**config.mk**
```make
export PLATFORM = sky130hd
export DESIGN_NAME = ln_ram
export DESIGN_NICKNAME = d
export VERILOG_FILES = /design/src/hdl/ln_ram.sv
export SDC_FILE = /design/constraint.sdc
export NUM_CORES = 2
export LEC_CHECK = 0
export BUFFER_PORTS_ARGS = -buffer_cell sky130_fd_sc_hd__buf_2
export CAP_MARGIN = 20
export CELL_PAD_IN_SITES_DETAIL_PLACEMENT = 2
export CELL_PAD_IN_SITES_GLOBAL_PLACEMENT = 2
export CORE_MARGIN = 1.5
export CORE_UTILIZATION = 54
export CTS_BUF_LIST = sky130_fd_sc_hd__clkbuf_8
export DETAILED_ROUTE_END_ITERATION = 8
export GPL_TIMING_DRIVEN = 1
export PLACE_DENSITY_LB_ADDON = 0.1
export SLEW_MARGIN = 20
export SYNTH_ARGS = -nofsm -noshare
export SYNTH_HDL_FRONTEND = slang
export SYNTH_SLANG_ARGS = --single-unit
```
**constraint.sdc**
```tcl
create_clock -name clk_i -period 6.05 [get_ports clk_i]
set_input_delay 1.21 -clock clk_i [delete_from_list [all_inputs] [get_ports clk_i]]
set_output_delay 1.21 -clock clk_i [all_outputs]
set_load 0.1 [all_outputs]
```
**src/hdl/ln_ram.sv**
```systemverilog
`default_nettype none
module ln_ram #(
  parameter int unsigned WIDTH = 48,
  parameter int unsigned DEPTH = 64,
  localparam int unsigned AW = (DEPTH > 1) ? $clog2(DEPTH) : 1
) (
  input  wire logic             clk_i,
  input  wire logic             wr_en_i,
  input  wire logic [AW-1:0]    wr_addr_i,
  input  wire logic [WIDTH-1:0] wr_data_i,
  input  wire logic [AW-1:0]    rd_addr_i,
  output logic      [WIDTH-1:0] rd_data_o
);

  logic [WIDTH-1:0] mem_q [DEPTH];

  always_ff @(posedge clk_i) begin
    if (wr_en_i) begin
      mem_q[wr_addr_i] <= wr_data_i;
    end
    rd_data_o <= mem_q[rd_addr_i];
  end

endmodule
`default_nettype wire

```
==> results.txt, run 1 <==
Synth cell types - 36
die height - 469 um
stop err - [ERROR DPL-0033] detailed placement checks failed during check placement.
die outline width - 469 um
# rows - 170
Yosys warnings - 0
Mapped Cells - 4970
PortBufs - 109
outcome - stopped before the end
async set-reset flop share out of synthesis - 0%
Synth Register Bits - 3120
Post-synth EDFFs - 3072
Initial Utilization - 54.5%
routability cong. - 0.791
DP Wirelength - 244 mm
io pins - 110
Seq/Total Area, Yosys - 79.6%
syn nets - 5032
Most used DFF post-synth - edfxtp_1
Last stage - detailed placement (3_5_place_dp)
mean post-synth cell area - 23.6 um2
Post-Syn Area - 117000 um2
## Yosys cell counts (all sizes together), types with 4 or more instances
master | count | area (um2)
a211oi | 32 | 240
a21oi | 74 | 370
a221oi | 83 | 727
a22o | 57 | 499
a22oi | 72 | 541
a311oi | 11 | 96.3
a31o | 5 | 43.8
buf | 183 | 1120
clkbuf | 99 | 373
dfxtp | 48 | 961
edfxtp | 3072 | 92200
mux2 | 12 | 135
mux2i | 63 | 631
mux4 | 754 | 17000
nand2 | 55 | 206
nand2b | 10 | 62.6
nand3 | 7 | 35.0
nand3b | 5 | 37.5
nor2 | 132 | 495
nor2b | 24 | 150
o221ai | 28 | 245
o22ai | 122 | 763
or3b | 4 | 35.0
## metrics by stage
| stage | setup slack [ps] | area, um2 | instances |
|---|---|---|---|
| after global placement | 1710 | 122000 | 7839 |
| after floorplan | 555 | 117000 | 4970 |
## logic make-up after synthesis
| logic type | after synthesis | share of synthesized area, % |
|---|---|---|
| flops | 3120 | 79.6 |
| mux | 829 | 15.2 |
| compound gates | 486 | 3.02 |
| buf+inv | 282 | 1.28 |
| simple gates | 253 | 0.957 |
==> run 2, diff against run 1 <==
CELL_PAD_IN_SITES_DETAIL_PLACEMENT = default   (was 2)
CELL_PAD_IN_SITES_GLOBAL_PLACEMENT = default   (was 2)
CORE_UTILIZATION = 40   (was 54)
CTS_BUF_LIST = default   (was sky130_fd_sc_hd__clkbuf_8)
PLACE_DENSITY_LB_ADDON = 0.15   (was 0.1)
==> results.txt, run 2 <==
RSZ-0062 raised after global routing - false
cell taking the most area after synthesis - edfxtp_1
# rows - 198 (+16%)
die height - 544 um (+16%)
Static Leak - 41.7 nW
DR iter-0 viols - 6390
final instance area - 135000 um2
area delta synth->final - 15.0%
DP Wirelength - 187 mm (-23%)
Synth cell types - 36 (unchanged)
Sink Count - 3120
Post-synth top cells - edfxtp_1 (3072), mux4_2 (754), nor2_1 (132)
clk buf depth - 4
vias in the first global route - 57100
Initial Utilization - 40.2% (-14 points)
endpoints failing setup - 0
Core Region - 291000 um2
Max Slew Vio Count - 0
crit start category - primary input
maxcap violations - 0
Max Clk Rate - 0.267 GHz
fillers - 24000
Most used DFF post-synth - edfxtp_1
share of cells above drive strength 1 - 29.4%
R2R Setup Slk - 3800 ps
Reg with most FFs - mem_q
ANT nets after route - 0
top post-synthesis cells by area - edfxtp_1 (79%), mux4_2 (14%), dfxtp_1 (0.82%)
initial antenna violation count - 27
Worst-path clk slew - 60 ps
Slew headroom - 19.6%
Power Total - 46.4 mW
total die area - 296000 um2
GRT Residual Overflow - 0
Post-synth EDFFs - 3072 (unchanged)
Remaining DRCs - 0
total CTS buffers - 332
GRT Total Usage - 22.9%
CP max FO - 19
syn nets - 5032 (unchanged)
setup_tns - 0 ps
Clock Skew - 50.2 ps
mean post-synth cell area - 23.6 um2 (unchanged)
outcome - completed
CTS Hold Buffers Added - 0
Clock Latency Late Sink - 880 ps
Placed Area - 124000 um2
post-cts sizing count - 0
Critical Path RT - 6720 ps
async set-reset flop share out of synthesis - 0% (unchanged)
die outline width - 544 um (+16%)
largest registers - mem_q (3072), rd_data_o (48)
Yosys warnings - 0 (unchanged)
VDD IR max - 0.260 mV
CP endpoint kind - flip-flop
largest net degree at the start of global routing - 95
PwrDens - 344 nW/um2
routability cong. - 0.799 (+1.0%)
CTS tree - done
Post-CTS Setup Bufs - 0
max FFs per register - 3072
commonest non-fill, non-tap cell in the layout - edfxtp_1
Tcrit/Tclk final - 61.9%
final WL - 340 mm
Vias - 56300
Worst EP arrival - 4420 ps
Synth Register Bits - 3120 (unchanged)
crit path time final - 3750 ps
Final nets - 5426
endpoints failing hold - 0
Seq/Total Area, Yosys - 79.6% (unchanged)
Post-Syn Area - 117000 um2 (unchanged)
most frequent cells in the layout - edfxtp_1 (3072), mux4_2 (754), clkbuf_16 (337)
PortBufs - 109 (unchanged)
worst slew pin tran - 1200 ps
Mapped Cells - 4970 (unchanged)
drt via density - 5.91
critical path type - primary input to flip-flop
htree depth - 5
post-detailed-route wirelength per cell - 35.6 um
Synth top area share - 78.8% (unchanged)
io pins - 110 (unchanged)
top-count cell post-synth - edfxtp_1
final core occ - 46.3%
first-pass GRT wire length - 468 mm
worst min-delay path class - flip-flop to flip-flop
DRT Pass-1 Iters - 5
Root Buffer - clkbuf_16
-- run 2: final timing paths --
kind,startpoint,to,cells after the start
worst min-delay path,mem_q[58][33]$_DFFE_PP_,rd_data_o[33]$_DFF_P_,4
worst max register to register,mem_q[11][34]$_DFFE_PP_,rd_data_o[34]$_DFF_P_,5
worst max-delay path,rd_addr_i[5],rd_data_o[43]$_DFF_P_,7
worst min register to register,mem_q[58][33]$_DFFE_PP_,rd_data_o[33]$_DFF_P_,4
-- run 2: where the power goes --
| group | internal [mW] | switching, mW |
|---|---|---|
| Clock | 11.5 | 8.39 |
| Sequential | 23.9 | 0.0944 |
| Combinational | 0.783 | 1.71 |
-- run 2: cells by family (layout without fill, tap and decap cells) --
| kind of cell | Yosys count | count (layout) | share of synthesized area (%) |
|---|---|---|---|
| mux | 829 | 829 | 15.2 |
| buf+inv | 282 | 948 | 1.28 |
| flops | 3120 | 3120 | 79.6 |
| other cells | 0 | 4 | 0 |
| compound gates | 486 | 486 | 3.02 |
| simple gates | 253 | 253 | 0.957 |
-- run 2: per-layer routing --
layer	share of wire (%)	track usage [%]
met2	49	37.4
met3	6.7	3.90
met5	0.088	0.666
met4	2.3	5.45
met1	42	32.2
-- run 2: cell type report --
class                   count  area, um2  share of cell area [%]
diodes                      4       10.0                 0.00743
clock buffers             429       9020                    6.70
clock inverters           177       1540                    1.14
multi-input cells        1568      22900                    17.0
flip-flops and latches   3120      93200                    69.2
well taps                3900       4880                    3.62
repair buffers            342       3100                    2.30
-- run 2: critical path, stage by stage --
cell,delay (ps)
buf_2,670
nand2_2,810
buf_4,540
o221ai_1,150
a21oi_1,70
a21oi_1,650
a221oi_1,200
-- run 2: through the flow --
step	hold WS (ps)	instances	worst slack (ps)
floorplan	710	4970	555
global placement	792	8930	1400
detailed placement	771	8930	1400
CTS	784	9536	2330
global route	836	9538	2320
finish	785	9540	2300
No activity file was read; power rests on OpenSTA's default activity.
