<file path="config.mk">
export PLATFORM = sky130hd
export DESIGN_NAME = ln_fifo
export DESIGN_NICKNAME = d
export VERILOG_FILES = /design/src/hdl/ln_pkg.sv /design/src/hdl/ln_fifo.sv
export SDC_FILE = /design/constraint.sdc
export NUM_CORES = 1
export LEC_CHECK = 0
export ABC_AREA = 1
export BUFFER_PORTS_ARGS = -buffer_cell sky130_fd_sc_hd__buf_2
export CAP_MARGIN = 40
export CORE_ASPECT_RATIO = 1.5
export CORE_MARGIN = 3
export CORE_UTILIZATION = 40
export CTS_BUF_LIST = sky130_fd_sc_hd__clkbuf_8
export DETAILED_ROUTE_END_ITERATION = 12
export SKIP_CTS_REPAIR_TIMING = 1
export SLEW_MARGIN = 5
export SYNTH_ARGS = -nofsm -noshare
export SYNTH_HDL_FRONTEND = slang
export SYNTH_SLANG_ARGS = --single-unit
</file>
<file path="constraint.sdc">
create_clock -name clk_i -period 2.82 [get_ports clk_i]
set_clock_uncertainty 0.15 [all_clocks]
set_input_delay 0.141 -clock clk_i [delete_from_list [all_inputs] [get_ports clk_i]]
set_output_delay 0.141 -clock clk_i [all_outputs]
set_load 0.05 [all_outputs]
</file>
<file path="src/hdl/ln_pkg.sv">
`default_nettype none
package ln_pkg;

  // fixed field and datapath widths
  localparam int unsigned DataW   = 16;
  localparam int unsigned CntW    = 7;
  localparam int unsigned SumW    = 22;
  localparam int unsigned DiffW   = 24;
  localparam int unsigned SqW     = 48;
  localparam int unsigned AccW    = 53;
  localparam int unsigned DsrW    = 31;
  localparam int unsigned VarW    = 32;
  localparam int unsigned RootW   = 24;
  localparam int unsigned RootIn  = 48;
  localparam int unsigned NumW    = 40;
  localparam int unsigned FloorW  = 16;
  localparam int unsigned FloorReset = 1;
  localparam int unsigned RegFloor   = 0;

  typedef struct packed {
    logic signed [DataW-1:0] sample;
    logic signed [DataW-1:0] gain;
    logic signed [DataW-1:0] offset;
    logic                    is_last;
  } cmd_t;

  typedef struct packed {
    logic signed [DataW-1:0] normalized;
    logic                    end_of_row;
    logic                    overflowed;
  } result_t;

  // one stored element
  typedef struct packed {
    logic signed [DataW-1:0] sample;
    logic signed [DataW-1:0] gain;
    logic signed [DataW-1:0] offset;
  } entry_t;

  // closed row handed from front to back
  typedef struct packed {
    logic [CntW-1:0]        count;
    logic signed [SumW-1:0] sum;
    logic                   ovf;
  } row_t;

  typedef enum logic [4:0] {
    S_IDLE, S_P1_RD, S_P1_DIF, S_P1_MUL, S_P1_ACC, S_CUBE1, S_CUBE2,
    S_VDIV, S_VWAIT, S_SQ_RUN, S_DEN, S_P2_RD, S_P2_DIF, S_P2_MUL,
    S_P2_DIV, S_P2_WAIT, S_P2_SAT
  } back_state_e;

endpackage
`default_nettype wire

</file>
<file path="src/hdl/ln_fifo.sv">
`default_nettype none
module ln_fifo (
  input  wire logic         clk_i,
  input  wire logic         rst_ni,
  input  wire logic         push_i,
  input  wire ln_pkg::row_t data_i,
  input  wire logic         pop_i,
  output logic              valid_o,
  output ln_pkg::row_t      data_o
);

  ln_pkg::row_t buf_q [2];
  logic         wp_q, rp_q;
  logic [1:0]   cnt_q;

  assign valid_o = (cnt_q != 2'd0);
  assign data_o  = buf_q[rp_q];

  // two-entry row descriptor queue
  always_ff @(posedge clk_i or negedge rst_ni) begin
    if (!rst_ni) begin
      wp_q  <= 1'b0;
      rp_q  <= 1'b0;
      cnt_q <= 2'd0;
    end else begin
      if (push_i) begin
        wp_q <= ~wp_q;
      end
      if (pop_i && valid_o) begin
        rp_q <= ~rp_q;
      end
      cnt_q <= cnt_q + 2'(push_i) - 2'(pop_i && valid_o);
    end
  end

  always_ff @(posedge clk_i) begin
    if (push_i) begin
      buf_q[wp_q] <= data_i;
    end
  end

endmodule
`default_nettype wire

</file>
==> flow_summary_export.csv <==
group,metric,value,unit
critical_path,worstPathArrival,1600,ps
cells_and_area,drive_above_1_share,28.14,%
placement,placement.cell_area,2816,um2
detailed_routing,drt_pass1_iterations,4,
die,rows,33,
global_route,grt_max_degree,32,
cells_and_area,syn_to_final_growth,41.59,%
timing,setup-tns-final,0,ps
timing,slew_headroom,63.64,%
yosys,netlist_top_cells_area,"edfxtp_1 75%, nand2_1 16%, dfrtp_1 4.2%",
critical_path,startpoint,"rp_q",
global_route,grt_remaining_overflow,0,
pwr,power.density,1154,nW/um2
timing,unrepaired_setup_endpoints_after_global_routing,"false",
die,boundaryPins,65,
global_route,grt_util_all_layers,13.33,%
critical_path,worst-path-max-fanout,31,
timing,setup_viol,0,
pwr,switchingPower,1.694,mW
timing,timing.final.crit_period,1895,ps
cells_and_area,utilization,60.23,%
critical_path,r2r.worst_path.cells,3,
clocking,ctsHtreeMaxLevel,3,
critical_path,timing.critical_path.cells,"inv_2 > nand2_1 > nand2_1 > buf_2",
critical_path,critical_path_buf_inv_count,2,
timing,final-max-slew-violation-count,0,
critical_path,critical_path_s_most_frequent_cell,"nand2_1",
clocking,worst_skew_pair.late_latency,320,ps
critical_path,critical_path.endpoint_type,"primary output",
critical_path,reg2reg_start,"wp_q",
global_route,antenna_violations_before_repair,0,
pwr,sw_frac_of_total,43.38,%
die,core_region_area,5615,um2
clocking,clock_input_transition_at_the_sequential_cells_of_the_worst_setup_and_hold_paths,70,ps
cells_and_area,layout.nets,326,
die,start_util,42.54,%
cells_and_area,fin_area,3382,um2
critical_path,worstSetupPathType,"reg -> out",
yosys,synth_largest_area_cell,"edfxtp_1",
die,fp.dieArea,6954,um2
yosys,synth_seq_cells,64,
yosys,netlist_instances,185,
detailed_routing,route.antenna.remaining_nets,0,
critical_path,crit_slowest_cell,"inv_2",
yosys,synth_largest_type_area_fraction,75.43,%
clocking,tritoncts_clock_tree,"built",
clocking,maximum_root_to_sink_buffer_count,2,
cells_and_area,post_layout_nonfiller_instances,365,
critical_path,critPathLaunchType,"register",
pwr,power.static_leakage,1.513,nW
clocking,tritoncts.num_buffers,9,
outcome,outcome,"complete, no violations",
global_route,first_global_vias,1455,
detailed_routing,route.detailed.vias_per_inst,4.359,
pwr,cell_internal_pwr,2.211,mW
placement,gp_congestion,0.7034,
hold_path,hold_path_class,"in -> async",
yosys,synth.avg_cell_area,12.91,um2
detailed_routing,wirelength,4.568,mm
yosys,yosys.cell_types.count,10,
timing,achievable_freq,0.5277,GHz
pwr,combinationalPowerShare,43.0,%
detailed_routing,detail_route.wl_per_cell,12.52,um
clocking,cts_root_buffer,"clkbuf_8",
job,max-cap-violations,0,
yosys,mapped_area,2389,um2
critical_path,worstSetupPathDepth,4,
timing,period_share,67.20,%
placement,detailed_place_hpwl,2.789,mm
critical_path,timing.critical_path.slowest_cell_delay,420,ps
die,chip_width,69.10,um
detailed_routing,dr.first_iter.drc_count,24,
cells_and_area,antenna-diode-count,0,
pwr,p_seq_share,33.8,%
cells_and_area,fillerInstances,475,
pwr,worst_ir_drop_vdd,0.6557,mV
yosys,yosysWarningCount,0,
detailed_routing,routed-via-count,1591,
timing,worst-slew-pin-transition,544.7,ps
placement,place.port_buffers,64,
clocking,num_clock_sinks,64,
critical_path,critical-path-top-delay-family,"buffers and inverters",
timing,final_hold_viol_count,0,
die,die_height,100.6,um
critical_path,worst_ep_required_time,2530,ps
yosys,yosysSeqAreaShare,79.62,%
detailed_routing,drc_violation_count_after_routing,0,
pwr,clockPowerShare,23.2,%
yosys,syn_nets,221,
global_route,first_pass_grt_wire_length,6.837,mm
placement,placedCellCount,316,
path summary, 6_finish.rpt:
check	to	slack, ps
max	data_o[28]	920
min reg2reg	cnt_q[1]	410
min	cnt_q[1]	0.6
min in group clk_i	buf_q[0][5]	390
max reg2reg	buf_q[1][27]	1210
max in group asynchronous	cnt_q[0]	2390
per-layer routing:
layer  part of all wire [%]  global-route usage (%)  up-vias  routed length, um
li1                       -                       -      823                  -
met1                     39                   13.89      721               1778
met2                     54                   22.43       41               2476
met3                    5.2                   5.090        6                238
met4                    1.6                   8.571        0                 75
met5                      0                       0        -                  0
through the flow:
stage	hold slack [ps]	setup slack [ps]	total power, mW
CTS	-548.2	864.5	3.919
global placement	-192.7	1146	2.957
finish	0.6235	924.9	3.905
floorplan	-304.6	570.2	2.590
detailed placement	-191.1	1197	3.000
global route	6.775	753.0	4.115
synthesized netlist by cell type, drive strengths merged:
cell,instances
nand2,100
edfxtp,60
inv,9
buf,6
dfrtp,4
ha,2
nand3,2
nor2,1
xor2,1
flip-flops by register name, indices dropped and copies added, names as in the netlist:
signal / count
buf_q: 60
wp_q: 1
cnt_q: 2
rp_q: 1
kinds of logic after synthesis:
family / Yosys count / share of synthesized area (%)
simple gates: 103 / 16.29
flops: 64 / 79.62
xor+xnor: 1 / 0.3668
buf+inv: 15 / 2.672
fa+ha+maj: 2 / 1.048
power by group through the flow:
| stage | sequential (mW) | clock [mW] | combinational, mW |
|---|---|---|---|
| after floorplan | 1.33 | 0 | 1.26 |
| after global placement | 1.33 | 0 | 1.62 |
| after detailed placement | 1.34 | 0 | 1.66 |
| after CTS | 1.32 | 0.928 | 1.67 |
| after global routing | 1.34 | 0.965 | 1.81 |
| final | 1.32 | 0.908 | 1.68 |
layout make-up:
class | count | area, um2 | share of cell area (%)
clock inverters | 7 | 111.4 | 3.293
well taps | 70 | 87.58 | 2.590
repair buffers | 100 | 693.2 | 20.50
multi-input cells | 106 | 430.4 | 12.73
inverters | 9 | 33.78 | 0.9989
flip-flops and latches | 64 | 1902 | 56.23
clock buffers | 9 | 123.9 | 3.663
cell usage in the layout, fill, tap and decap left out, drive strengths merged, types with 2 or more instances in the layout:
cell         instances
bufinv               3
edfxtp              60
inv                 10
buf                 67
nand3                2
clkbuf               9
nand2              100
dfrtp                4
dlygate4sd3         33
ha                   2
clkinv               3
Note: power is estimated with default switching activity, not from simulation.
