$ cat config.mk
export PLATFORM = sky130hd
export DESIGN_NAME = ln_front
export DESIGN_NICKNAME = d
export VERILOG_FILES = /design/src/hdl/ln_pkg.sv /design/src/hdl/ln_front.sv
export SDC_FILE = /design/constraint.sdc
export NUM_CORES = 1
export LEC_CHECK = 0
export BUFFER_PORTS_ARGS = -buffer_cell sky130_fd_sc_hd__buf_2
export CORE_MARGIN = 2
export CORE_UTILIZATION = 45
export DETAILED_ROUTE_END_ITERATION = 16
export GPL_TIMING_DRIVEN = 1
export PLACE_DENSITY = 0.78
export RECOVER_POWER = 100
export SLEW_MARGIN = 20
export SYNTH_ARGS = -nofsm -noshare
export SYNTH_HDL_FRONTEND = slang
export SYNTH_SLANG_ARGS = --single-unit
$ cat constraint.sdc
create_clock -name clk_i -period 2.9 [get_ports clk_i]
set_input_delay 0 -clock clk_i [delete_from_list [all_inputs] [get_ports clk_i]]
set_output_delay 0 -clock clk_i [all_outputs]
set_load 0.005 [all_outputs]
$ cat src/hdl/ln_pkg.sv
`default_nettype none
package ln_pkg;

  // fixed field and datapath widths
  localparam int unsigned DataW   = 16;
  localparam int unsigned CntW    = 7;
  localparam int unsigned SumW    = 22;
  localparam int unsigned DiffW   = 24;
  localparam int unsigned SqW     = 48;
  localparam int unsigned AccW    = 53;
  localparam int unsigned DsrW    = 31;
  localparam int unsigned VarW    = 32;
  localparam int unsigned RootW   = 24;
  localparam int unsigned RootIn  = 48;
  localparam int unsigned NumW    = 40;
  localparam int unsigned FloorW  = 16;
  localparam int unsigned FloorReset = 1;
  localparam int unsigned RegFloor   = 0;

  typedef struct packed {
    logic signed [DataW-1:0] sample;
    logic signed [DataW-1:0] gain;
    logic signed [DataW-1:0] offset;
    logic                    is_last;
  } cmd_t;

  typedef struct packed {
    logic signed [DataW-1:0] normalized;
    logic                    end_of_row;
    logic                    overflowed;
  } result_t;

  // one stored element
  typedef struct packed {
    logic signed [DataW-1:0] sample;
    logic signed [DataW-1:0] gain;
    logic signed [DataW-1:0] offset;
  } entry_t;

  // closed row handed from front to back
  typedef struct packed {
    logic [CntW-1:0]        count;
    logic signed [SumW-1:0] sum;
    logic                   ovf;
  } row_t;

  typedef enum logic [4:0] {
    S_IDLE, S_P1_RD, S_P1_DIF, S_P1_MUL, S_P1_ACC, S_CUBE1, S_CUBE2,
    S_VDIV, S_VWAIT, S_SQ_RUN, S_DEN, S_P2_RD, S_P2_DIF, S_P2_MUL,
    S_P2_DIV, S_P2_WAIT, S_P2_SAT
  } back_state_e;

endpackage
`default_nettype wire

$ cat src/hdl/ln_front.sv
`default_nettype none
module ln_front #(
  parameter int unsigned MAX_WIDTH = 64,
  localparam int unsigned AW = (MAX_WIDTH > 1) ? $clog2(MAX_WIDTH) : 1,
  localparam int unsigned CW = $clog2(MAX_WIDTH + 1)
) (
  input  wire logic            clk_i,
  input  wire logic            rst_ni,
  input  wire logic            accept_i,
  input  wire ln_pkg::cmd_t    cmd_i,
  output logic                 wr_en_o,
  output logic [AW-1:0]        wr_addr_o,
  output ln_pkg::entry_t       wr_data_o,
  output logic                 push_o,
  output ln_pkg::row_t         row_o
);

  logic [CW-1:0]                   count_q, count_d;
  logic signed [ln_pkg::SumW-1:0]  sum_q, sum_d;
  logic                            ovf_q, ovf_d;
  logic                            room;

  // store while there is room, else flag the row
  always_comb begin
    room      = (count_q < CW'(MAX_WIDTH));
    wr_en_o   = accept_i && room;
    wr_addr_o = count_q[AW-1:0];
    wr_data_o = '{sample: cmd_i.sample, gain: cmd_i.gain, offset: cmd_i.offset};
    count_d   = count_q;
    sum_d     = sum_q;
    ovf_d     = ovf_q;
    if (accept_i) begin
      if (room) begin
        count_d = count_q + CW'(1);
        sum_d   = sum_q + ln_pkg::SumW'(cmd_i.sample);
      end else begin
        ovf_d = 1'b1;
      end
    end
    push_o      = accept_i && cmd_i.is_last;
    row_o.count = ln_pkg::CntW'(count_d);
    row_o.sum   = sum_d;
    row_o.ovf   = ovf_d;
  end

  // row counters, cleared when the row is handed on
  always_ff @(posedge clk_i or negedge rst_ni) begin
    if (!rst_ni) begin
      count_q <= '0;
      sum_q   <= '0;
      ovf_q   <= 1'b0;
    end else if (push_o) begin
      count_q <= '0;
      sum_q   <= '0;
      ovf_q   <= 1'b0;
    end else begin
      count_q <= count_d;
      sum_q   <= sum_d;
      ovf_q   <= ovf_d;
    end
  end

endmodule
`default_nettype wire

==> metrics.txt <==
outcome=finished, violations left; failing checks=capacitance limit, slew limit; final setup vio count=0; Power Density=910 nW/um^2; worst-path cell chain=ha_1 -> a21o_1 -> a31o_1 -> o211ai_4 -> nand3b_4 -> a221oi_1 -> xor2_1 -> o21ai_1 -> clkbuf_1; Post-synth EDFFs=0; share of layout cells above drive strength 1=15.2%; worst setup margin=244 ps; post-synthesis compound-gate area fraction=20.6%; vias in the first global route=2294; clock-pin slew on the worst setup and hold paths=70 ps; Critical Path Max Stage Delay=390 ps; sum of negative setup slack=0 ps; FF-to-FF setup slack=540 ps; Worst Reg-to-Reg Cells=8; Routed Antenna Nets=0; worst path required time=2900 ps; Worst EP arrival=2660 ps; Max H-tree Level=2; CP Depth=9; Avg Inst Size Synth=8.25 sq um; Die Area=7170 sq um; Synth-to-Final Area Change=2.69%; Post-synth ARST share=100%; Met2 Routed Length=3070 um; total number of vias=2369; Post-Syn Nets=430; sequential area share after synthesis=25.6%; Pleak=1.43 nW; Clock Tree Root=clkbuf_8; top layer in use=met4; Core Area=6310 sq um; DRT Pass-1 Iters=4; Final Hold Viols=0; Main synth FF type=dfrtp_1; hold path start=cmd_i[2]; # diodes=0; TritonCTS buffer count=5; M1 wire length=2890 um; largest fanout on the critical path=5; fin. max-slew vios=31; relative slew slack=-15.0%; DRC violations left=0; Synth warnings=0; unrepaired setup endpoints after global routing=no; Fin Clk Skew=9.23 ps; CTS tree=yes; drt initial violations=99; slowest CP cell=dfrtp_1; FILL cells=634; initial antenna violation count=0; Post-DP HPWL=4810 um; critical register-to-register path endpoint=sum_q[21]$_DFF_PN0_; Tightest Pin Transition=1730 ps; mux cell area share after synthesis=0.342%; RR Startpoint=sum_q[4]$_DFF_PN0_; buffer levels on the longest clock path=2; Fmax achieved=377 MHz; startpoint types=flop; Final Wtd Congestion=0.939; FF+latch count, synth=30; worst vdd rail ir drop=0.000325 V; CP Class=reg2out; Buf+Inv Stages, Crit Path=1; Post-Synth XOR/XNOR Area=5.98%; Syn Inst Count=355; first-pass GRT wire length=10500 um; total of max-cap violations=1; final WL=6440 um; Synth Cell Area=2930 sq um; largest net degree at the start of global routing=45; Die H=84.7 um; Met3 Wirelength=343 um; # IOs=138; number of port buffers=73; setup bufs post-CTS=0; wire length per cell=14.3 um; Num Clock Sinks=30; hold depth=0; Starting Density=46.4%; HP Class=in2out; simple-gate portion of the synthesized area=18.9%; Period minus WS final=2660 ps; gr ovfl total=0; Distinct cells, synth=46; Top delay family on crit path=compound AO/OA/AOI/OAI gates; CP Capture Type=output pin; adder-cell share of the synthesized area=10.1%; largest family of logic cells by synthesized area=compound AO/OA/AOI/OAI gates; vias per cell=5.25; worst slack at placement=497 ps; period utilisation layout=91.6%; fin nets=448; Cell Rows=29; die span in x=84.7 um; Skew-Pair Late Insertion Delay=290 ps; gr usage total=18.1%; Hold Path End=wr_data_o[1]
## state kept, by name (all words and copies together) (netlist names)
signal and flops:
sum_q 22, count_q 7, ovf_q 1
## kinds of logic after synthesis
kind of cell | after synthesis
flops | 30
simple gates | 113
buf+inv | 75
compound gates | 93
fa+ha+maj | 23
xor+xnor | 20
mux | 1
## through the flow
step           util, %  power (mW)  area (sq um)  cells  hold WS (ps)
2_1_floorplan        -        1.88          2930    355          -296
3_3_place_gp      45.9        2.19          2900    440        0.0346
3_5_place_dp      45.9        2.24          2900    440        0.0346
4_1_cts           48.6        2.79          3070    451        0.0346
5_1_grt           47.6        2.98          3010    451       0.00795
6_report          47.6        2.74          3010    451       0.00224
## worst max path at each step
stage | to | slack, ps | from
6_report | row_o[16] | 240 | sum_q[4]$_DFF_PN0_
5_1_grt | row_o[15] | 30 | sum_q[0]$_DFF_PN0_
4_1_cts | row_o[17] | 180 | sum_q[0]$_DFF_PN0_
3_5_place_dp | sum_q[16]$_DFF_PN0_ | 500 | sum_q[0]$_DFF_PN0_
3_3_place_gp | row_o[17] | 590 | sum_q[0]$_DFF_PN0_
2_1_floorplan | sum_q[15]$_DFF_PN0_ | 780 | sum_q[4]$_DFF_PN0_
## per-layer routing
metal / vias to the layer above / GRT usage [%]
met5: - / 0
met4: 0 / 7.22
met3: 15 / 4.52
met2: 63 / 29.9
met1: 1090 / 22.8
li1: 1201 / -
## Yosys cell counts (all sizes together) (7+ instances only)
cell type  count  area [sq um]
a21o           9          67.6
ha            22           275
xor2           7          61.3
clkbuf         8          60.1
o21ai         35           175
inv            8          30.0
nand2         54           203
a21oi         22           110
buf           58           435
dfrtp         30           751
nor2          15          56.3
xnor2         13           114
nor2b         18           113
## layout make-up
class,instances,area [sq um],area share (%)
well taps,77,96.3,3.20
repair buffers,78,362,12.0
clock inverters,2,60.1,2.00
flip-flops and latches,30,751,25.0
clock buffers,6,82.6,2.75
inverters,8,30.0,0.999
multi-input cells,250,1630,54.1
## repair_timing
item                                   4_1_cts  5_1_grt
setup endpoints to repair                    0        1
hold buffers                                 3        0
endpoints found under the hold margin       31        0
resized for setup                            0        1
## cells in the final DEF (no fill, tap or decap), types with 3 or more instances in the layout
cell / n
a21o_1: 9
a21oi_1: 22
a31oi_1: 5
buf_2: 34
clkbuf_1: 34
clkbuf_2: 6
clkbuf_8: 6
dfrtp_1: 30
dlygate4sd3_1: 3
ha_1: 22
inv_1: 8
nand2_1: 54
nand3_1: 5
nand4_1: 5
nor2_1: 15
nor2b_1: 18
nor3_1: 3
o21a_1: 3
o21ai_0: 31
o21ai_1: 4
o21bai_1: 4
or3_1: 3
xnor2_1: 13
xor2_1: 7
## power breakdown
group	internal, mW	leakage, nW	switching [mW]	total (mW)
Clock	0.367	0.0714	0.179	0.546
Combinational	0.654	0.964	0.889	1.54
Sequential	0.551	0.393	0.0952	0.646
Total	1.57	1.43	1.16	2.74
No activity file was read; power rests on OpenSTA's default activity.
