===== src/hdl/ln_pkg.sv =====
`default_nettype none
package ln_pkg;

  // fixed field and datapath widths
  localparam int unsigned DataW   = 16;
  localparam int unsigned CntW    = 7;
  localparam int unsigned SumW    = 22;
  localparam int unsigned DiffW   = 24;
  localparam int unsigned SqW     = 48;
  localparam int unsigned AccW    = 53;
  localparam int unsigned DsrW    = 31;
  localparam int unsigned VarW    = 32;
  localparam int unsigned RootW   = 24;
  localparam int unsigned RootIn  = 48;
  localparam int unsigned NumW    = 40;
  localparam int unsigned FloorW  = 16;
  localparam int unsigned FloorReset = 1;
  localparam int unsigned RegFloor   = 0;

  typedef struct packed {
    logic signed [DataW-1:0] sample;
    logic signed [DataW-1:0] gain;
    logic signed [DataW-1:0] offset;
    logic                    is_last;
  } cmd_t;

  typedef struct packed {
    logic signed [DataW-1:0] normalized;
    logic                    end_of_row;
    logic                    overflowed;
  } result_t;

  // one stored element
  typedef struct packed {
    logic signed [DataW-1:0] sample;
    logic signed [DataW-1:0] gain;
    logic signed [DataW-1:0] offset;
  } entry_t;

  // closed row handed from front to back
  typedef struct packed {
    logic [CntW-1:0]        count;
    logic signed [SumW-1:0] sum;
    logic                   ovf;
  } row_t;

  typedef enum logic [4:0] {
    S_IDLE, S_P1_RD, S_P1_DIF, S_P1_MUL, S_P1_ACC, S_CUBE1, S_CUBE2,
    S_VDIV, S_VWAIT, S_SQ_RUN, S_DEN, S_P2_RD, S_P2_DIF, S_P2_MUL,
    S_P2_DIV, S_P2_WAIT, S_P2_SAT
  } back_state_e;

endpackage
`default_nettype wire


===== src/hdl/ln_div.sv =====
`default_nettype none
module ln_div (
  input  wire logic                      clk_i,
  input  wire logic                      rst_ni,
  input  wire logic                      start_i,
  input  wire logic [ln_pkg::AccW-1:0]   dividend_i,
  input  wire logic [ln_pkg::DsrW-1:0]   divisor_i,
  output logic                           done_o,
  output logic [ln_pkg::AccW-1:0]        quotient_o
);

  localparam int unsigned StepW = $clog2(ln_pkg::AccW);

  logic                       run_q;
  logic [StepW-1:0]           cnt_q;
  logic [ln_pkg::AccW-1:0]    dvd_q;
  logic [ln_pkg::DsrW-1:0]    rem_q, dsr_q;
  logic [ln_pkg::DsrW:0]      trial;
  logic                       ge;

  // one restoring step: shift in the next dividend bit
  always_comb begin
    trial = {rem_q, dvd_q[ln_pkg::AccW-1]};
    ge    = (trial >= {1'b0, dsr_q});
  end

  assign quotient_o = dvd_q;

  always_ff @(posedge clk_i or negedge rst_ni) begin
    if (!rst_ni) begin
      run_q  <= 1'b0;
      cnt_q  <= '0;
      done_o <= 1'b0;
    end else begin
      done_o <= 1'b0;
      if (start_i) begin
        run_q <= 1'b1;
        cnt_q <= '0;
      end else if (run_q) begin
        cnt_q <= cnt_q + StepW'(1);
        if (cnt_q == StepW'(ln_pkg::AccW - 1)) begin
          run_q  <= 1'b0;
          done_o <= 1'b1;
        end
      end
    end
  end

  always_ff @(posedge clk_i) begin
    if (start_i) begin
      dvd_q <= dividend_i;
      dsr_q <= divisor_i;
      rem_q <= '0;
    end else if (run_q) begin
      dvd_q <= {dvd_q[ln_pkg::AccW-2:0], ge};
      rem_q <= ge ? ln_pkg::DsrW'(trial - {1'b0, dsr_q}) : ln_pkg::DsrW'(trial);
    end
  end

endmodule
`default_nettype wire


===== src/hdl/ln_back.sv =====
`default_nettype none
module ln_back #(
  parameter int unsigned MAX_WIDTH = 64,
  localparam int unsigned AW = (MAX_WIDTH > 1) ? $clog2(MAX_WIDTH) : 1
) (
  input  wire logic                       clk_i,
  input  wire logic                       rst_ni,
  input  wire logic                       row_valid_i,
  input  wire ln_pkg::row_t               row_i,
  output logic                            pop_o,
  input  wire logic [ln_pkg::FloorW-1:0]  floor_i,
  output logic [AW-1:0]                   rd_addr_o,
  input  wire ln_pkg::entry_t             rd_data_i,
  output logic                            busy_o,
  output logic                            result_valid_o,
  output ln_pkg::result_t                 result_o
);

  localparam int unsigned SqStepW = $clog2(ln_pkg::RootIn / 2);
  localparam int unsigned TermW   = ln_pkg::AccW + 1;

  ln_pkg::back_state_e state_q, state_d;

  logic [ln_pkg::CntW-1:0]          n_q, idx_q;
  logic signed [ln_pkg::SumW-1:0]   sum_q;
  logic                             ovf_q, last_el;
  logic signed [ln_pkg::DiffW-1:0]  d_q, d_d;
  logic signed [ln_pkg::DataW-1:0]  g_q, o_q;
  logic [ln_pkg::SqW-1:0]           prod_q;
  logic [ln_pkg::AccW-1:0]          sumsq_q, quot_q;
  logic [2*ln_pkg::CntW-1:0]        n2_q;
  logic [3*ln_pkg::CntW-1:0]        n3_q;
  logic [ln_pkg::DsrW-1:0]          den_q;
  logic signed [ln_pkg::NumW-1:0]   num_q;
  logic [ln_pkg::NumW-1:0]          mag;
  logic [ln_pkg::VarW-1:0]          v_sum;
  logic signed [ln_pkg::CntW:0]     n_s;
  logic signed [ln_pkg::DiffW-1:0]  nx;

  logic [ln_pkg::RootIn-1:0]        sq_rem_q, sq_res_q, sq_bit_q, sq_sum;
  logic                             sq_ge;
  logic [SqStepW-1:0]               sq_cnt_q;

  logic                             div_start, div_done;
  logic [ln_pkg::AccW-1:0]          div_dvd, div_quot;
  logic [ln_pkg::DsrW-1:0]          div_dsr;

  logic signed [TermW-1:0]          term, rsum;
  logic signed [ln_pkg::DataW-1:0]  sat;

  // arithmetic shared by both passes
  always_comb begin
    n_s     = $signed({1'b0, n_q});
    nx      = n_s * rd_data_i.sample;
    d_d     = nx - ln_pkg::DiffW'(sum_q);
    last_el = (idx_q == n_q - ln_pkg::CntW'(1));
    v_sum   = ln_pkg::VarW'(div_quot) + ln_pkg::VarW'(floor_i);
    sq_sum  = sq_res_q + sq_bit_q;
    sq_ge   = (sq_rem_q >= sq_sum);
    mag     = num_q[ln_pkg::NumW-1] ? ln_pkg::NumW'(-num_q) : ln_pkg::NumW'(num_q);
    div_dvd = (state_q == ln_pkg::S_VDIV)
            ? sumsq_q
            : ln_pkg::AccW'({mag, 4'b0000}) + ln_pkg::AccW'(den_q >> 1);
    div_dsr = (state_q == ln_pkg::S_VDIV) ? ln_pkg::DsrW'(n3_q) : den_q;
    term    = num_q[ln_pkg::NumW-1] ? -$signed({1'b0, quot_q}) : $signed({1'b0, quot_q});
    rsum    = term + TermW'(o_q);
    if (rsum > TermW'(signed'(ln_pkg::DataW'({1'b0, {(ln_pkg::DataW-1){1'b1}}})))) begin
      sat = {1'b0, {(ln_pkg::DataW-1){1'b1}}};
    end else if (rsum < -TermW'(signed'({1'b0, 1'b1, {(ln_pkg::DataW-1){1'b0}}}))) begin
      sat = {1'b1, {(ln_pkg::DataW-1){1'b0}}};
    end else begin
      sat = rsum[ln_pkg::DataW-1:0];
    end
  end

  assign rd_addr_o = idx_q[AW-1:0];
  assign busy_o    = (state_q != ln_pkg::S_IDLE);

  // sequencer: next state and control
  always_comb begin
    state_d   = state_q;
    pop_o     = 1'b0;
    div_start = 1'b0;
    case (state_q)
      ln_pkg::S_IDLE: begin
        if (row_valid_i) begin
          pop_o   = 1'b1;
          state_d = ln_pkg::S_P1_RD;
        end
      end
      ln_pkg::S_P1_RD:  state_d = ln_pkg::S_P1_DIF;
      ln_pkg::S_P1_DIF: state_d = ln_pkg::S_P1_MUL;
      ln_pkg::S_P1_MUL: state_d = ln_pkg::S_P1_ACC;
      ln_pkg::S_P1_ACC: state_d = last_el ? ln_pkg::S_CUBE1 : ln_pkg::S_P1_RD;
      ln_pkg::S_CUBE1:  state_d = ln_pkg::S_CUBE2;
      ln_pkg::S_CUBE2:  state_d = ln_pkg::S_VDIV;
      ln_pkg::S_VDIV: begin
        div_start = 1'b1;
        state_d   = ln_pkg::S_VWAIT;
      end
      ln_pkg::S_VWAIT: begin
        if (div_done) begin
          state_d = ln_pkg::S_SQ_RUN;
        end
      end
      ln_pkg::S_SQ_RUN: begin
        if (sq_cnt_q == SqStepW'(ln_pkg::RootIn / 2 - 1)) begin
          state_d = ln_pkg::S_DEN;
        end
      end
      ln_pkg::S_DEN:    state_d = ln_pkg::S_P2_RD;
      ln_pkg::S_P2_RD:  state_d = ln_pkg::S_P2_DIF;
      ln_pkg::S_P2_DIF: state_d = ln_pkg::S_P2_MUL;
      ln_pkg::S_P2_MUL: state_d = ln_pkg::S_P2_DIV;
      ln_pkg::S_P2_DIV: begin
        if (den_q == '0) begin
          state_d = ln_pkg::S_P2_SAT;
        end else begin
          div_start = 1'b1;
          state_d   = ln_pkg::S_P2_WAIT;
        end
      end
      ln_pkg::S_P2_WAIT: begin
        if (div_done) begin
          state_d = ln_pkg::S_P2_SAT;
        end
      end
      ln_pkg::S_P2_SAT: state_d = last_el ? ln_pkg::S_IDLE : ln_pkg::S_P2_RD;
      default:          state_d = ln_pkg::S_IDLE;
    endcase
  end

  always_ff @(posedge clk_i or negedge rst_ni) begin
    if (!rst_ni) begin
      state_q        <= ln_pkg::S_IDLE;
      idx_q          <= '0;
      result_valid_o <= 1'b0;
    end else begin
      state_q        <= state_d;
      result_valid_o <= (state_q == ln_pkg::S_P2_SAT);
      if (state_q == ln_pkg::S_IDLE) begin
        idx_q <= '0;
      end else if (state_q == ln_pkg::S_P1_ACC || state_q == ln_pkg::S_P2_SAT) begin
        idx_q <= last_el ? '0 : idx_q + ln_pkg::CntW'(1);
      end
    end
  end

  // datapath registers
  always_ff @(posedge clk_i) begin
    case (state_q)
      ln_pkg::S_IDLE: begin
        n_q     <= row_i.count;
        sum_q   <= row_i.sum;
        ovf_q   <= row_i.ovf;
        sumsq_q <= '0;
      end
      ln_pkg::S_P1_DIF: d_q <= d_d;
      ln_pkg::S_P1_MUL: prod_q <= ln_pkg::SqW'(d_q * d_q);
      ln_pkg::S_P1_ACC: sumsq_q <= sumsq_q + ln_pkg::AccW'(prod_q);
      ln_pkg::S_CUBE1:  n2_q <= n_q * n_q;
      ln_pkg::S_CUBE2:  n3_q <= n2_q * n_q;
      ln_pkg::S_VWAIT: begin
        sq_rem_q <= {v_sum, 16'h0000};
        sq_res_q <= '0;
        sq_bit_q <= ln_pkg::RootIn'(1) << (ln_pkg::RootIn - 2);
        sq_cnt_q <= '0;
      end
      ln_pkg::S_SQ_RUN: begin
        if (sq_ge) begin
          sq_rem_q <= sq_rem_q - sq_sum;
          sq_res_q <= (sq_res_q >> 1) + sq_bit_q;
        end else begin
          sq_res_q <= sq_res_q >> 1;
        end
        sq_bit_q <= sq_bit_q >> 2;
        sq_cnt_q <= sq_cnt_q + SqStepW'(1);
      end
      ln_pkg::S_DEN: den_q <= ln_pkg::DsrW'(n_q * sq_res_q[ln_pkg::RootW-1:0]);
      ln_pkg::S_P2_DIF: begin
        d_q <= d_d;
        g_q <= rd_data_i.gain;
        o_q <= rd_data_i.offset;
      end
      ln_pkg::S_P2_MUL: num_q <= ln_pkg::NumW'(d_q * g_q);
      ln_pkg::S_P2_DIV: quot_q <= '0;
      ln_pkg::S_P2_WAIT: begin
        if (div_done) begin
          quot_q <= div_quot;
        end
      end
      ln_pkg::S_P2_SAT: begin
        result_o.normalized <= sat;
        result_o.end_of_row <= last_el;
        result_o.overflowed <= ovf_q;
      end
      default: ;
    endcase
  end

  // shared long divider for variance and per-element scaling
  ln_div u_div (
    .clk_i      (clk_i),
    .rst_ni     (rst_ni),
    .start_i    (div_start),
    .dividend_i (div_dvd),
    .divisor_i  (div_dsr),
    .done_o     (div_done),
    .quotient_o (div_quot)
  );

endmodule
`default_nettype wire


===== config.mk =====
export PLATFORM = sky130hd
export DESIGN_NAME = ln_back
export DESIGN_NICKNAME = d
export VERILOG_FILES = /design/src/hdl/ln_pkg.sv /design/src/hdl/ln_div.sv /design/src/hdl/ln_back.sv
export SDC_FILE = /design/constraint.sdc
export NUM_CORES = 2
export LEC_CHECK = 0
export BUFFER_PORTS_ARGS = -buffer_cell sky130_fd_sc_hd__buf_2
export CORE_UTILIZATION = 40
export DETAILED_ROUTE_END_ITERATION = 8
export SYNTH_ARGS = -nofsm -noshare
export SYNTH_HDL_FRONTEND = slang
export SYNTH_SLANG_ARGS = --single-unit

===== constraint.sdc =====
create_clock -name clk_i -period 10 [get_ports clk_i]
set_clock_uncertainty 0.15 [all_clocks]
set_input_delay 2 -clock clk_i [delete_from_list [all_inputs] [get_ports clk_i]]
set_output_delay 2 -clock clk_i [all_outputs]
set_load 0.01 [all_outputs]

==> out/results.ini <==
[clock_tree]
postCtsHoldBufs=0
ctsResizeCount=0
cts_tree=done
clockBufferDepth=3
numCtsBuffers=79
clk-insertion-delay-late_ps=720
root_buffer=clkbuf_16
clk_pin_slew_ps=60
postCtsSetupBuffers=0
clock_sinks=623
cts_max_level=3

[logic_synthesis]
syn_inst=9063
synth_flop_cell=edfxtp_1
synth_seq_cells=623
synth-edff-count=571
syn_area_um2=85600
synth_compound_area_share_pct=10.8
synth-seq-area-share_pct=21.4
ys.warnings.count=0
synth_mux_area_share_pct=0.437
synth_top_family_by_area=adder cells
synth_cell_types=81
avgSynthCellArea_um2=9.45
synthAdderAreaFrac_pct=38.6
async_reset_ff_share_pct=3.37
synth-xor-area-share_pct=5.95
yosys.area_share.simple_pct=14.7

[detailed_routing]
wirelength_um=237000
ant_nets=0
vias_per_cell=5.30
drt_iter0_drc=4140
wl_per_cell_um=19.8
vias=63200
drc=22
drt-pass1-iter-count=7

[setup_path]
cp_max_fo=29
r2r_slack_ps=1080
critPathRequiredTime_ps=10300
path_delay_family=adder cells
slowest_delay_ps=1180
cpMostUsedCell=fa_1
path_depth=25
reg2regPathDepth=25
crit_type=reg -> reg
end_kind=register
arrival_ps=9220
worst_setup_path_start_kind=register
crit_path_top_delay_cell=edfxtp_1
crit_buf_inv=4

[timing]
slew_viol_final=0
fin_crit_ps=8920
worst_pin_slew_ps=1350
rsz0062_at_grt=no
period_share_pct=89.2
fmax_mhz=112
holdWs_ps=275
setup_viol=0
slew_headroom_pct=9.91
tns_ps=0
finalHoldViolCount=0

[global_route]
antenna_found_initial=19
track_usage_pct=22.1
grt_pass1_vias=65900
grt_pass1_wl_um=374000
grt_overflow=0
grt_start_max_net_pins=78

[cells_and_area]
nets=11000
n_fill_cell=20600
syn_to_final_growth_pct=7.49
drive_gt1_share_pct=4.77
final_core_util_pct=43.3

[pwr]
ir_drop_uv=120
power.leakage_nw=41.7
powerDensity_nw_per_um2=84.4

[status]
violations=design-rule violations
status=complete, but fails checks

[hold_path]
hold_class=reg -> reg
worstHoldPathCells=0

[floorplanning]
core-area_um2=212000
rows=169
initial_core_util_pct=40.3
fp.dieArea_um2=216000
io-pin-count=124
fp.dieW_um=465
die-height_um=465

[job]
maxCapViolCount=0

[placed_design]
numPortBuffers=123
gp_congestion=0.920
dp_hpwl_um=192000

[layout make-up]
| type | instances | area (um2) | share of cell area [%] |
|---|---|---|---|
| repair buffers | 218 | 1330 | 1.44 |
| clock buffers | 105 | 2210 | 2.40 |
| clock inverters | 42 | 505 | 0.549 |
| inverters | 1513 | 5680 | 6.17 |
| flip-flops and latches | 623 | 18300 | 19.9 |
| diodes | 9 | 22.5 | 0.0245 |
| well taps | 2821 | 3530 | 3.84 |
| multi-input cells | 6589 | 60500 | 65.7 |
[cell families (layout without fill, tap and decap cells)]
group / after synthesis / in the layout
AND/OR/NAND/NOR: 2618 / 2618
flip-flops: 623 / 623
other: 2 / 12
AO/OA/AOI/OAI: 1442 / 1442
adder cells (fa/ha/maj): 1907 / 1907
buffers and inverters: 1852 / 1878
XOR/XNOR: 582 / 582
multiplexers: 37 / 37
[worst register-to-register path, delay by kind of cell, from the launching register on]
family / cells / cell delay (ps)
adder cells (fa/ha/maj): 8 / 3480
AO/OA/AOI/OAI: 10 / 3060
XOR/XNOR: 1 / 90
buffers and inverters: 4 / 230
AND/OR/NAND/NOR: 2 / 480
flip-flops: 1 / 1180
[state kept, by name, indices dropped and copies added (netlist names), 13 cells and up]
signal / count
d_q: 24
den_q: 31
g_q: 16
n2_q: 13
n3_q: 21
num_q: 40
o_q: 16
prod_q: 47
quot_q: 53
result_o: 18
sq_bit_q: 24
sq_rem_q: 48
sq_res_q: 48
sum_q: 22
sumsq_q: 53
u_div.dsr_q: 31
u_div.quotient_o: 53
u_div.rem_q: 31
[cell usage in the layout, fill, tap and decap left out, drive strengths merged, types with 61 or more instances in the layout]
| master | n |
|---|---|
| xor2 | 187 |
| a211oi | 61 |
| buf | 218 |
| nand4 | 61 |
| fa | 1222 |
| and2 | 501 |
| or3 | 62 |
| inv | 1518 |
| a21o | 200 |
| o21ai | 320 |
| nor2 | 445 |
| ha | 685 |
| a21oi | 399 |
| clkbuf | 105 |
| nor3 | 96 |
| o21bai | 77 |
| nand2b | 76 |
| xnor2 | 395 |
| nand3 | 83 |
| edfxtp | 571 |
| a31oi | 70 |
| nand2 | 1044 |
| nor2b | 72 |
[where the power goes]
| part | total [W] | switching [W] | leakage, nW | internal, W |
|---|---|---|---|---|
| registers | 0.00306 | 0.0000788 | 5.51 | 0.00298 |
| clock network | 0.00301 | 0.00128 | 1.31 | 0.00174 |
| logic | 0.00170 | 0.00103 | 34.9 | 0.000665 |
| total | 0.00776 | 0.00239 | 41.7 | 0.00538 |
[final timing paths]
check | from | to
setup / recovery | d_q[3]$_DFFE_PP_ | prod_q[46]$_DFFE_PP_
hold / removal | ovf_q$_DFFE_PN_ | result_o[0]$_DFFE_PP_
setup reg to reg | d_q[3]$_DFFE_PP_ | prod_q[46]$_DFFE_PP_
hold reg to reg | ovf_q$_DFFE_PN_ | result_o[0]$_DFFE_PP_
max in group asynchronous | rst_ni | u_div.run_q$_DFF_PN0_
min in group asynchronous | rst_ni | result_valid_o$_DFF_PN0_
[synthesized netlist by cell type, drive strengths merged (14+ instances only)]
master / count / area, um2
buf: 20 / 106
inv: 1513 / 5680
or2: 27 / 171
a21o: 200 / 1500
nand3: 83 / 415
nand4: 61 / 382
or3: 62 / 398
a21oi: 399 / 2000
a31o: 20 / 175
ha: 685 / 8570
clkbuf: 319 / 1200
mux2i: 34 / 340
or4: 24 / 191
dfrtp: 21 / 526
o21a: 58 / 443
fa: 1222 / 24500
nor4: 26 / 163
o41ai: 26 / 235
a21boi: 14 / 105
dfxtp: 31 / 621
a211oi: 61 / 458
and4: 14 / 123
nand2b: 76 / 483
o31ai: 42 / 329
and3: 43 / 269
o211ai: 28 / 210
nor2b: 72 / 450
o21bai: 77 / 578
xor2: 187 / 1640
and2: 501 / 3130
nor2: 445 / 1670
a31oi: 70 / 438
edfxtp: 571 / 17100
nor3: 96 / 480
nand2: 1044 / 3920
xnor2: 395 / 3460
o21ai: 320 / 1600
[per-layer routing]
layer	GRT usage [%]	part of all wire (%)	up-vias
met5	0	0.019	-
met4	9.21	4.5	8
met3	2.76	5.1	398
met2	35.6	46	1609
met1	30.0	44	31800
li1	-	-	29400
[through the flow]
step	setup slack [ps]	instance area (um2)	std cells	total power [W]
final	1080	92000	11900	0.00776
after global routing	600	92000	11900	0.00809
after CTS	1110	92000	11900	0.00784
after detailed placement	1120	89300	11800	0.00479
after global placement	1180	89300	11800	0.00476
after floorplan	590	85600	9064	0.00420
(Power assumes the default switching activity.)
